$ cat config.mk
export PLATFORM = sky130hd
export DESIGN_NAME = unordered_set_table_flat
export DESIGN_NICKNAME = d
export VERILOG_FILES = /design/src/sv/ust_pkg.sv /design/src/sv/ust_if.sv /design/src/sv/ust_table.sv /design/src/sv/unordered_set_table.sv /design/src/flat_wrapper.sv
export VERILOG_INCLUDE_DIRS = /design/src /design/src/sv
export SDC_FILE = /design/constraint.sdc
export NUM_CORES = 2
export LEC_CHECK = 0
export ABC_AREA = 1
export BUFFER_PORTS_ARGS = -buffer_cell sky130_fd_sc_hd__buf_2
export CAP_MARGIN = 30
export CELL_PAD_IN_SITES_DETAIL_PLACEMENT = 1
export CELL_PAD_IN_SITES_GLOBAL_PLACEMENT = 1
export CORE_MARGIN = 5
export CORE_UTILIZATION = 32
export DETAILED_ROUTE_END_ITERATION = 8
export HOLD_SLACK_MARGIN = 0.08
export PLACE_DENSITY = 0.61
export SYNTH_ARGS = -nofsm -noshare
export SYNTH_HDL_FRONTEND = slang
export SYNTH_SLANG_ARGS = --single-unit
$ cat constraint.sdc
create_clock -name clk_i -period 5.7 [get_ports clk_i]
set_clock_uncertainty 0.2 [all_clocks]
set_input_delay 0.57 -clock clk_i [delete_from_list [all_inputs] [get_ports clk_i]]
set_output_delay 0.57 -clock clk_i [all_outputs]
set_load 0.1 [all_outputs]
$ cat src/sv/unordered_set_table_macros.svh
// Assertion helpers for the RTL files.
`ifndef UNORDERED_SET_TABLE_MACROS_SVH
`define UNORDERED_SET_TABLE_MACROS_SVH

// Checked on every clock edge outside reset.
`define UST_ASSERT(label, prop, msg) \
  label: assert property (@(posedge clk_i) disable iff (!rst_ni) (prop)) else $error(msg);

// Checked on every clock edge, reset included.
`define UST_ASSERT_ALWAYS(label, prop, msg) \
  label: assert property (@(posedge clk_i) (prop)) else $error(msg);

`endif

$ cat src/sv/ust_pkg.sv
`default_nettype none

package ust_pkg;

  localparam int CNT_W = 7;
  localparam int VAL_W = 32;
  localparam int ACT_W = 2;
  localparam int CNT_MAX = (2 ** CNT_W) - 1;

  localparam logic [CNT_W-1:0] CAP_RESET = 7'd64;
  // slot code for "not present" (-1 in two's complement)
  localparam logic [CNT_W-1:0] POS_NONE = '1;

  typedef logic signed [VAL_W-1:0] value_t;

  typedef enum logic [ACT_W-1:0] {
    ACT_LOOKUP = 2'd0,
    ACT_INSERT = 2'd1,
    ACT_REMOVE = 2'd2
  } action_e;

endpackage

`default_nettype wire

$ cat src/sv/ust_if.sv
`default_nettype none

interface ust_req_if;
  import ust_pkg::*;

  logic             valid;
  logic             ready;
  logic [ACT_W-1:0] action;
  value_t           value;

  modport source (output valid, output action, output value, input ready);
  modport sink   (input valid, input action, input value, output ready);
endinterface

interface ust_rsp_if;
  import ust_pkg::*;

  logic             valid;
  logic             ready;
  logic             ok;
  logic [CNT_W-1:0] position;
  logic [CNT_W-1:0] count;

  modport source (output valid, output ok, output position, output count, input ready);
  modport sink   (input valid, input ok, input position, input count, output ready);
endinterface

`default_nettype wire

$ cat src/sv/ust_table.sv
`default_nettype none

module ust_table #(
  parameter int DEPTH = 64,
  parameter int AW    = 6
) (
  input  logic            clk_i,
  input  logic            we_i,
  input  logic [AW-1:0]   waddr_i,
  input  ust_pkg::value_t wdata_i,
  input  logic [AW-1:0]   raddr_i,
  input  ust_pkg::value_t key_i,
  output ust_pkg::value_t rdata_o,
  output logic            match_o
);
  import ust_pkg::*;

  value_t mem [DEPTH];
  value_t rdata_q;

  always_ff @(posedge clk_i) begin
    if (we_i) begin
      mem[waddr_i] <= wdata_i;
    end
    rdata_q <= mem[raddr_i];
  end

  assign rdata_o = rdata_q;
  // bitwise equality over the whole word
  assign match_o = (rdata_q == key_i);

endmodule

`default_nettype wire

$ cat src/sv/unordered_set_table.sv
// Bounded set of signed 32-bit values held as an unordered table plus a count.
// Request channel req_i carries action (lookup, insert, remove) and value;
// response channel rsp_o returns ok, position (slot before the action, or -1)
// and count (entries after the action). One response per request, in order.
// cfg_we_i/cfg_wdata_i write the capacity register; write only while idle.
// The table sits in a single-port-read memory, so a request scans the live
// slots one per cycle from slot 0 until a match or the last slot; a remove
// that finds its value also reads the last entry and moves it into the freed
// slot. A request holds the block until the response register is loaded,
// which waits for the output register to be free, and the next request is
// taken in the cycle after.
// If the receiver stalls, the finished response waits in the output register;
// the next request still runs, and only its own completion waits for the slot.
// Reset: count 0, capacity 64, no response pending. Table contents are not
// cleared; slots at or above the count are never compared.
`default_nettype none

module unordered_set_table #(
  parameter int DEPTH = 64
) (
  input  logic                      clk_i,
  input  logic                      rst_ni,
  input  logic                      cfg_we_i,
  input  logic [ust_pkg::CNT_W-1:0] cfg_wdata_i,
  ust_req_if.sink                   req_i,
  ust_rsp_if.source                 rsp_o
);
  import ust_pkg::*;

  `include "unordered_set_table_macros.svh"

  localparam int AW = (DEPTH > 1) ? $clog2(DEPTH) : 1;
  localparam logic [CNT_W-1:0] DEPTH_CAP = CNT_W'((DEPTH > CNT_MAX) ? CNT_MAX : DEPTH);

  typedef enum logic [4:0] {
    S_IDLE = 5'b00001,
    S_SCAN = 5'b00010,
    S_MOVE = 5'b00100,
    S_DONE = 5'b01000,
    S_HOLD = 5'b10000
  } state_e;

  state_e           state_q, state_d;
  logic [ACT_W-1:0] act_q, act_d;
  value_t           key_q, key_d;
  logic [CNT_W-1:0] idx_q, idx_d;
  logic [CNT_W-1:0] cnt_q, cnt_d;
  logic [CNT_W-1:0] cap_q;
  logic             res_ok_q, res_ok_d;
  logic [CNT_W-1:0] res_pos_q, res_pos_d;
  logic [CNT_W-1:0] res_cnt_q, res_cnt_d;

  logic             ovalid_q;
  logic             ook_q;
  logic [CNT_W-1:0] opos_q;
  logic [CNT_W-1:0] ocnt_q;

  logic             mem_we;
  logic [AW-1:0]    mem_waddr;
  value_t           mem_wdata;
  logic [AW-1:0]    mem_raddr;
  value_t           mem_rdata;
  logic             match;

  logic [CNT_W-1:0] eff_cap;
  logic [CNT_W-1:0] idx_nxt;
  logic             hit;
  logic             scan_end;
  logic             out_free;
  logic             load_out;

  ust_table #(
    .DEPTH (DEPTH),
    .AW    (AW)
  ) u_table (
    .clk_i   (clk_i),
    .we_i    (mem_we),
    .waddr_i (mem_waddr),
    .wdata_i (mem_wdata),
    .raddr_i (mem_raddr),
    .key_i   (key_q),
    .rdata_o (mem_rdata),
    .match_o (match)
  );

  assign eff_cap  = (cap_q < DEPTH_CAP) ? cap_q : DEPTH_CAP;
  assign idx_nxt  = idx_q + CNT_W'(1);
  assign hit      = (cnt_q != '0) && match;
  assign scan_end = hit || (cnt_q == '0) || (idx_nxt == cnt_q);
  assign out_free = !ovalid_q || rsp_o.ready;
  assign load_out = (state_q == S_DONE) && out_free;

  assign req_i.ready = (state_q == S_IDLE);

  always_comb begin
    state_d   = state_q;
    act_d     = act_q;
    key_d     = key_q;
    idx_d     = idx_q;
    cnt_d     = cnt_q;
    res_ok_d  = res_ok_q;
    res_pos_d = res_pos_q;
    res_cnt_d = res_cnt_q;
    mem_we    = 1'b0;
    mem_waddr = AW'(cnt_q);
    mem_wdata = key_q;
    // keep the read one slot ahead of the compare
    mem_raddr = AW'(idx_nxt);

    unique case (state_q)
      S_IDLE: begin
        mem_raddr = '0;
        if (req_i.valid) begin
          act_d   = req_i.action;
          key_d   = req_i.value;
          idx_d   = '0;
          state_d = S_SCAN;
        end
      end
      S_SCAN: begin
        if (scan_end) begin
          res_pos_d = hit ? idx_q : POS_NONE;
          res_ok_d  = 1'b0;
          res_cnt_d = cnt_q;
          state_d   = S_DONE;
          case (act_q)
            ACT_LOOKUP: res_ok_d = hit;
            ACT_INSERT: begin
              if (hit) begin
                res_ok_d = 1'b1;
              end else if (cnt_q < eff_cap) begin
                mem_we    = 1'b1;
                cnt_d     = cnt_q + CNT_W'(1);
                res_cnt_d = cnt_q + CNT_W'(1);
                res_ok_d  = 1'b1;
              end
            end
            ACT_REMOVE: begin
              if (hit) begin
                // fetch the last entry to fill the hole
                mem_raddr = AW'(cnt_q - CNT_W'(1));
                state_d   = S_MOVE;
              end
            end
            default: ;
          endcase
        end else begin
          idx_d = idx_nxt;
        end
      end
      S_MOVE: begin
        mem_we    = 1'b1;
        mem_waddr = AW'(idx_q);
        mem_wdata = mem_rdata;
        cnt_d     = cnt_q - CNT_W'(1);
        res_cnt_d = cnt_q - CNT_W'(1);
        res_ok_d  = 1'b1;
        state_d   = S_DONE;
      end
      S_DONE: begin
        if (out_free) begin
          state_d = S_IDLE;
        end
      end
      S_HOLD: begin
        state_d = S_IDLE;
      end
      default: state_d = S_IDLE;
    endcase
  end

  always_ff @(posedge clk_i or negedge rst_ni) begin
    if (!rst_ni) begin
      state_q  <= S_IDLE;
      cnt_q    <= '0;
      cap_q    <= CAP_RESET;
      ovalid_q <= 1'b0;
    end else begin
      state_q <= state_d;
      cnt_q   <= cnt_d;
      if (cfg_we_i) begin
        cap_q <= cfg_wdata_i;
      end
      if (load_out) begin
        ovalid_q <= 1'b1;
      end else if (rsp_o.ready) begin
        ovalid_q <= 1'b0;
      end
    end
  end

  always_ff @(posedge clk_i) begin
    act_q     <= act_d;
    key_q     <= key_d;
    idx_q     <= idx_d;
    res_ok_q  <= res_ok_d;
    res_pos_q <= res_pos_d;
    res_cnt_q <= res_cnt_d;
    if (load_out) begin
      ook_q  <= res_ok_q;
      opos_q <= res_pos_q;
      ocnt_q <= res_cnt_q;
    end
  end

  assign rsp_o.valid    = ovalid_q;
  assign rsp_o.ok       = ook_q;
  assign rsp_o.position = opos_q;
  assign rsp_o.count    = ocnt_q;

  // count may still be unknown at the first edge of reset
  `UST_ASSERT_ALWAYS(a_cnt_bound, !rst_ni || cnt_q <= DEPTH_CAP, "fill count above table size")
  `UST_ASSERT(a_accept_scans, req_i.valid && req_i.ready |=> state_q == S_SCAN,
              "accepted request did not start a scan")
  `UST_ASSERT(a_cnt_change, !$stable(cnt_q) |-> $past(state_q) == S_SCAN ||
              $past(state_q) == S_MOVE, "count changed outside an update")
  `UST_ASSERT(a_rsp_source, $rose(rsp_o.valid) |-> $past(state_q) == S_DONE,
              "response raised without a finished request")

endmodule

`default_nettype wire

$ cat src/flat_wrapper.sv
// flat-port wrapper written by rule: the top's interface ports become plain ports
module unordered_set_table_flat import ust_pkg::*;
#(
  parameter int DEPTH = 64
)
  (clk_i, rst_ni, cfg_we_i, cfg_wdata_i, req_i_valid, req_i_action, req_i_value, req_i_ready, rsp_o_valid, rsp_o_ok, rsp_o_position, rsp_o_count, rsp_o_ready);
  ust_req_if req_i_i ();
  ust_rsp_if rsp_o_i ();
  input  logic clk_i;
  input  logic rst_ni;
  input  logic cfg_we_i;
  input  logic [ust_pkg::CNT_W-1:0] cfg_wdata_i;
  input wire logic [$bits(req_i_i.valid)-1:0] req_i_valid;
  input wire logic [$bits(req_i_i.action)-1:0] req_i_action;
  input wire logic [$bits(req_i_i.value)-1:0] req_i_value;
  output wire logic [$bits(req_i_i.ready)-1:0] req_i_ready;
  output wire logic [$bits(rsp_o_i.valid)-1:0] rsp_o_valid;
  output wire logic [$bits(rsp_o_i.ok)-1:0] rsp_o_ok;
  output wire logic [$bits(rsp_o_i.position)-1:0] rsp_o_position;
  output wire logic [$bits(rsp_o_i.count)-1:0] rsp_o_count;
  input wire logic [$bits(rsp_o_i.ready)-1:0] rsp_o_ready;
  assign req_i_i.valid = req_i_valid;
  assign req_i_i.action = req_i_action;
  assign req_i_i.value = req_i_value;
  assign req_i_ready = req_i_i.ready;
  assign rsp_o_valid = rsp_o_i.valid;
  assign rsp_o_ok = rsp_o_i.ok;
  assign rsp_o_position = rsp_o_i.position;
  assign rsp_o_count = rsp_o_i.count;
  assign rsp_o_i.ready = rsp_o_ready;
  unordered_set_table #(.DEPTH(DEPTH)) u_core (.clk_i(clk_i), .rst_ni(rst_ni), .cfg_we_i(cfg_we_i), .cfg_wdata_i(cfg_wdata_i), .req_i(req_i_i), .rsp_o(rsp_o_i));
endmodule
Yosys cells after proc, flatten, opt, wreduce, memory -nomap -nowiden
Memory sizes are Yosys's and may differ from the RTL's. A register that Yosys moved wholly into a read port is not among the register bits.
Cells that the tools add are included.
Widths: inputs -> output; s select.
{"block": "totals", "register_bits": 91, "mem_bits_rw": 2048, "output_inout_bits": 17, "elab_cells": 82, "n_memories": 1}
{"memory": "u_core.u_table.mem", "words": 64, "word_bits": 32, "read_ports": 1, "rd_ports_with_merged_regs": 1, "write_ports": 1, "line": "ust_table.sv:18", "source": "value_t mem [DEPTH];"}
{"block": "op_classes", "addsub": 3, "order_cmp": 2, "eq_ne": 12, "mux": 34, "n_reduce_logical": 17}
{"op": "$mux 7", "n": 7}
{"op": "$eq 32x32->1", "n": 1}
{"op": "$mux 32", "n": 1}
{"op": "$pmux 7 s2", "n": 2}
{"op": "$mux 6", "n": 4}
{"op": "$mux 5", "n": 4}
{"op": "$pmux 5 s4", "n": 1}
{"op": "$add 7x1->7 const B", "n": 2}
{"op": "$pmux 6 s2", "n": 1}
{"op": "$mux 1", "n": 10}
{"op": "$eq 7x7->1", "n": 1}
{"op": "$logic_not 7->1", "n": 1}
{"op": "$lt 7x7->1", "n": 1}
{"op": "$lt 7x7->1 const B", "n": 1}
{"op": "$reduce_bool 7->1", "n": 1}
{"op": "$sub 7x1->7 const B", "n": 1}
{"op": "$pmux 1 s2", "n": 3}
{"op": "$reduce_and 2->1", "n": 3}
{"op": "$reduce_and 3->1", "n": 2}
{"op": "$reduce_bool 2->1", "n": 3}
{"op": "$eq 5x1->1 const B", "n": 1}
{"op": "$eq 5x2->1 const B", "n": 1}
{"op": "$eq 5x3->1 const B", "n": 1}
{"op": "$eq 5x4->1 const B", "n": 1}
{"op": "9 further kinds", "n": 14}

Longest topological paths before layout
{"block": "logic_depth", "word_depth": 10, "mapped_depth": 24, "ltp_nobuf": 22}

Cells and area by module
Synthesis repeated with hierarchy kept, for this count alone.
{"block": "unflattened", "hier_cells": 7300, "area_unflattened_um2": 87569.0}
{"mod": "ust_table", "instances": 1, "cells_per_inst": 6824, "area_per_inst_um2": 83114.7, "seq_area_each_um2": 62139.6}
{"mod": "unordered_set_table", "instances": 1, "cells_per_inst": 476, "area_per_inst_um2": 4454.3, "seq_area_each_um2": 2610.0}

Worst setup path before layout
Ideal clock, no wire load.
{"block": "synth_path", "path_kind": "register -> register", "start": "register u_core.idx_q[1]", "end": "memory u_core.u_table.mem[40][0] (netlist name), enable pin", "arrival_time_ns": 4.319, "required_ns": 5.039, "path_slack_ns": 0.720, "stages_incl_launch_ff": 12, "n_path_buf": 0, "period_less_slack_ns": 4.980, "cell_sequence": "edfxtp_1 ha_1 xor2_1 nor2_1 nand3_1 nor2_1 nand3_1 nand3_1 nand2_1 a21oi_1 nand3_1 nor3_1"}
{"block": "synth_via", "elab_chain_cells": 7}
{"item": "start: declaration", "line": "unordered_set_table.sv:46", "source": "logic [CNT_W-1:0] idx_q, idx_d;"}
{"item": "start signal: assignment", "line": "unordered_set_table.sv:195", "source": "idx_q <= idx_d;"}
{"item": "$add 7x1->7", "line": "unordered_set_table.sv:87", "source": "assign idx_nxt = idx_q + CNT_W'(1);"}
{"item": "via u_core.idx_nxt[1]", "line": "unordered_set_table.sv:66", "source": "logic [CNT_W-1:0] idx_nxt;"}
{"item": "$eq 7x7->1", "line": "unordered_set_table.sv:89", "source": "assign scan_end = hit || (cnt_q == '0) || (idx_nxt == cnt_q);"}
{"item": "$logic_or 1x1->1", "line": "unordered_set_table.sv:89"}
{"item": "$mux 1", "line": "unordered_set_table.sv:121", "source": "if (scan_end) begin"}
{"item": "$pmux 1 s2", "line": "unordered_set_table.sv:110", "source": "unique case (state_q)"}
{"item": "$mux 1", "line": "ust_table.sv:22", "source": "if (we_i) begin"}
{"item": "$mux 1 (not written as such)", "line": "ust_table.sv:23", "source": "mem[waddr_i] <= wdata_i;"}
{"item": "end: declaration", "line": "ust_table.sv:18"}
The timed path passes the listed nets, and every way through them passes these cells.

Worst setup path after layout
{"block": "layout_path", "start": "register u_core.u_table.rdata_q[15] (netlist: u_core.u_table.rdata_o[15]), read port of u_core.u_table.mem", "end": "register u_core.u_table.rdata_q[5] (netlist: u_core.u_table.rdata_o[5]), read port of u_core.u_table.mem"}
{"block": "layout_via", "elab_chain_cells": 6}
{"item": "start: declaration", "line": "ust_table.sv:19", "source": "value_t rdata_q;"}
{"item": "$eq 32x32->1 (*)", "line": "ust_table.sv:30", "source": "assign match_o = (rdata_q == key_i);"}
{"item": "$logic_and 1x1->1 (*)", "line": "unordered_set_table.sv:88", "source": "assign hit = (cnt_q != '0) && match;"}
{"item": "$mux 6 or $logic_or 1x1->1 (tied branches)", "line": "unordered_set_table.sv:139, unordered_set_table.sv:89"}
{"item": "$mux 6 or $logic_or 1x1->1 (tied branches)", "line": "unordered_set_table.sv:126, unordered_set_table.sv:89"}
{"item": "$mux 6 (*)", "line": "unordered_set_table.sv:121"}
{"item": "$pmux 6 s2 (*)", "line": "unordered_set_table.sv:110"}
Mark *: on every way between the ends. The rest lies on a longest branch, timed or not.
A chain may end at the register's enable or synchronous reset.

==> run metrics <==
status=finished, final reports clean; wire per inst=25.0 um; Max clock buf depth=3; PortBufs=62; final hold vios=0; first-pass GRT wire length=491 mm; area occupied by multi-input gates=22,100 um2; Layout Nets=about 9,500; worst r2r path cells=22; Initial Utilization=0.320; sequential share of the synthesized area=0.676; Async SR Flop Fraction=0.00876; Worst Path Arrival=6.19 ns; initial antenna violation count=6; Post-synth top cells=nand3_1 (2,181), nand2_1 (2,123), edfxtp_1 (2,119), inv_1 (1,906), clkbuf_1 (178); Setup crit end=u_core.u_table.rdata_o[5]$_DFF_P_; Via Count=between 60,000 and 70,000; count leader, synth=nand3_1; H-tree depth=4; Sw Pwr=34.0 mW; Power Dens Cells=641 nW/um2; sequential power share=0.265; FF+latch count, synth=2,170; Most used DFF post-synth=edfxtp_1; Synth warnings=0; period utilization=0.974; Rel. slew slack=0.280; CTS Sinks=2,170; Synth Area per Inst=slightly above 10 um2; Clock power frac=0.210; Final setup viols=0; worst-path cell chain=inv_1, nand2_1, nand2_1, nor2_1, nand2_1, nor2_1, nand2_1, nor2_1, nor2_1, nand3_1, nand2_1, nand2_8, nand2_4, buf_12, buf_4, nand2_1, nand3_1, nand3_1, nand3_1, nand3_1, nand3_2, nand2_1; worst r2r src=u_core.u_table.rdata_o[15]$_DFF_P_; slowest CP cell=dfxtp_1; Sw Share=0.476; TritonRoute pass-1 iters=5; syn nets=9,314; synth unique cells=42; die height=557 um; P_leak=around 46 nW; max-slew violations=0; row count=201; clock latency on the worst-skew pair=0.93 ns; total gr overflow=0; Vias/cell=5.08; Post-DRT Antenna Nets=0; ranking of synthesized cells by area=edfxtp_1 (66%), nand3_1 (11%), nand2_1 (8.3%); gr busiest metal=met2; final core occ=0.373; Total Wirelength=340 mm; Die W=557 um; CP required=~6.3 ns; Tot Pwr=71.4 mW; met2 Resource Use GR=0.357; fin cells=between 10,000 and 15,000; met1 Resource Use GR=0.288; setup TNS=0 ns; P_int=37.4 mW; reg2reg setup slack=0.15 ns; fin worst setup slack=0.147 ns; Reg clk slew, reported paths=0.06 ns; CTS Root Cell=clkbuf_16; core area=299,000 um2; share of cells above drive strength 1=0.0886; Worst VDD drop=0.671 mV; Synth Instances=9,258; placed insts=between 10,000 and 15,000; Inserted Clock Buffers=232; cell mode on critical path=nand2_1; Worst Setup End Kind=flip-flop; full die area=311,000 um2; Max Freq=between 150 and 200 MHz; Synth area leader=edfxtp_1; critical path fanouts, max=37; Hold WC Path Type=in2reg; Reg area=64,700 um2; Post-synth EDFFs=2,119; GP Congestion=roughly 0.84; power share of the combinational group=0.525; DRC violations left=0; largest net degree at the start of global routing=124; Area Growth Syn to Fin=16.3%; RSZ-0062 raised after global routing=false; Startpoint Class=flip-flop; Starting DRT DRC Count=approximately 6,300; HP Start=req_i_value[13]; CP startpoint=u_core.u_table.rdata_o[15]$_DFF_P_; M3 GR Usage=0.0271; gr usage total=0.215; filler cell count=32,900; top cell type's share of synthesized area=0.664; post-DP HPWL=194 mm; I/O pins=63; Period minus WS final=5.55 ns; CTS tree=built; CP Class=reg2reg; total of max-cap violations=0; FF-to-FF End=u_core.u_table.rdata_o[5]$_DFF_P_; pre-CTS setup slack=0.114 ns; number of global-route vias before repair=70,900; Least-Margin Pin Slew=1.07 ns; Synth Cell Area=~96,000 um2; Largest stage delay, worst path=between 0.8 and 0.9 ns
==> flip-flops by register name (all words and copies together), names as in the netlist, 2 cells and up <==
register,flops
u_core.res_pos_q,7
u_core.u_table.rdata_o,32
u_core.act_q,2
u_core.res_cnt_q,7
u_core.state_q,4
u_core.idx_q,7
u_core.cnt_q,7
u_core.key_q,32
u_core.u_table.mem,2048
u_core.rsp_o.position,7
u_core.rsp_o.count,7
u_core.cap_q,7
==> repair_timing <==
item,in CTS,in global routing
endpoints found under the setup margin,0,1
hold buffers,55,0
setup buffers,0,0
resized for setup,0,1
hold endpoints to repair,80,0
==> layout by cell type, fill, tap and decap left out, types with 5 or more instances in the layout <==
| cell type | netlist | final |
|---|---|---|
| nand2_1 | 2123 | 2119 |
| edfxtp_1 | 2119 | 2119 |
| bufinv_16 | 0 | 14 |
| ha_1 | 10 | 10 |
| nor2_4 | 0 | 56 |
| nor2_1 | 112 | 56 |
| dfrtp_1 | 17 | 17 |
| a21oi_1 | 11 | 11 |
| nand3b_1 | 128 | 128 |
| dfxtp_1 | 32 | 32 |
| nand3_1 | 2181 | 2180 |
| buf_12 | 0 | 116 |
| dlygate4sd3_1 | 0 | 55 |
| buf_4 | 25 | 212 |
| clkinv_2 | 0 | 41 |
| nand4_1 | 16 | 16 |
| clkbuf_1 | 178 | 64 |
| mux2_2 | 5 | 5 |
| inv_1 | 1906 | 1904 |
| clkbuf_8 | 0 | 26 |
| buf_2 | 157 | 62 |
| o21ai_0 | 54 | 19 |
| o21ai_4 | 0 | 35 |
| clkinv_1 | 1 | 41 |
| nor3_2 | 1 | 9 |
| clkbuf_16 | 0 | 236 |
| xor2_1 | 7 | 7 |
==> how the worst min path moves through the flow <==
stage                                               to  slack, ns  cells past startpoint
global placement             u_core.rsp_o.ok$_DFFE_PP_       0.21                      0
CTS                         u_core.key_q[25]$_DFFE_PP_       0.11                      2
global route                u_core.key_q[25]$_DFFE_PP_       0.14                      2
detailed placement  u_core.rsp_o.position[6]$_DFFE_PP_       0.21                      0
floorplan                  u_core.cap_q[0]$_DFFE_PN0P_       0.07                      0
finish                      u_core.key_q[13]$_DFFE_PP_       0.17                      2
==> worst max-delay path, delay by kind of cell, from the launching register on <==
kind                   cells  cell delay [ns]
buffers and inverters      3             0.66
DFF                        1             0.81
and+or+nand+nor           19             3.68
==> layout make-up <==
cell class | instances | share of cell area
clock inverters | 109 | 0.00892
inverters | 1912 | 0.0646
clock buffers | 326 | 0.0584
repair buffers | 449 | 0.0437
flip-flops and latches | 2170 | 0.581
well taps | 3958 | 0.0444
multi-input cells | 4683 | 0.199
diodes | 3 | 0.0000674
==> power by group through the flow <==
stage	clock (mW)	sequential (mW)	combinational (mW)
2_1_floorplan	0	19.2	21.6
3_3_place_gp	0	19.2	36.5
3_5_place_dp	0	19.3	37.1
4_1_cts	15.3	18.9	37.3
5_1_grt	15.9	18.9	40.0
6_report	15.0	18.9	37.5
==> through the flow <==
stage               hold slack [ns]  cell area, um2
global placement              0.206          103000
CTS                           0.115          111000
finish                        0.168          111000
detailed placement            0.208          103000
floorplan                    0.0744           95800
global route                  0.141          111000
==> per-layer routing <==
| layer | vias up | routed length [um] |
|---|---|---|
| li1 | 30700 | - |
| met1 | 35700 | 146000 |
| met2 | 2232 | 161000 |
| met3 | 565 | 19800 |
| met4 | 0 | 13900 |
| met5 | - | 0 |
==> cell families (layout without fill, tap and decap cells) <==
kind of cell	Yosys count	count (layout)	synth area share
muxes	6	6	0.000692
DFF	2170	2170	0.676
xor gates and xnor gates	11	11	0.00101
AOI/OAI and AO/OA	75	75	0.00420
and+or+nand+nor	4581	4581	0.214
other	0	3	0
buffers and inverters	2405	2796	0.103
adders and majority gates	10	10	0.00131
(Power assumes the default switching activity.)
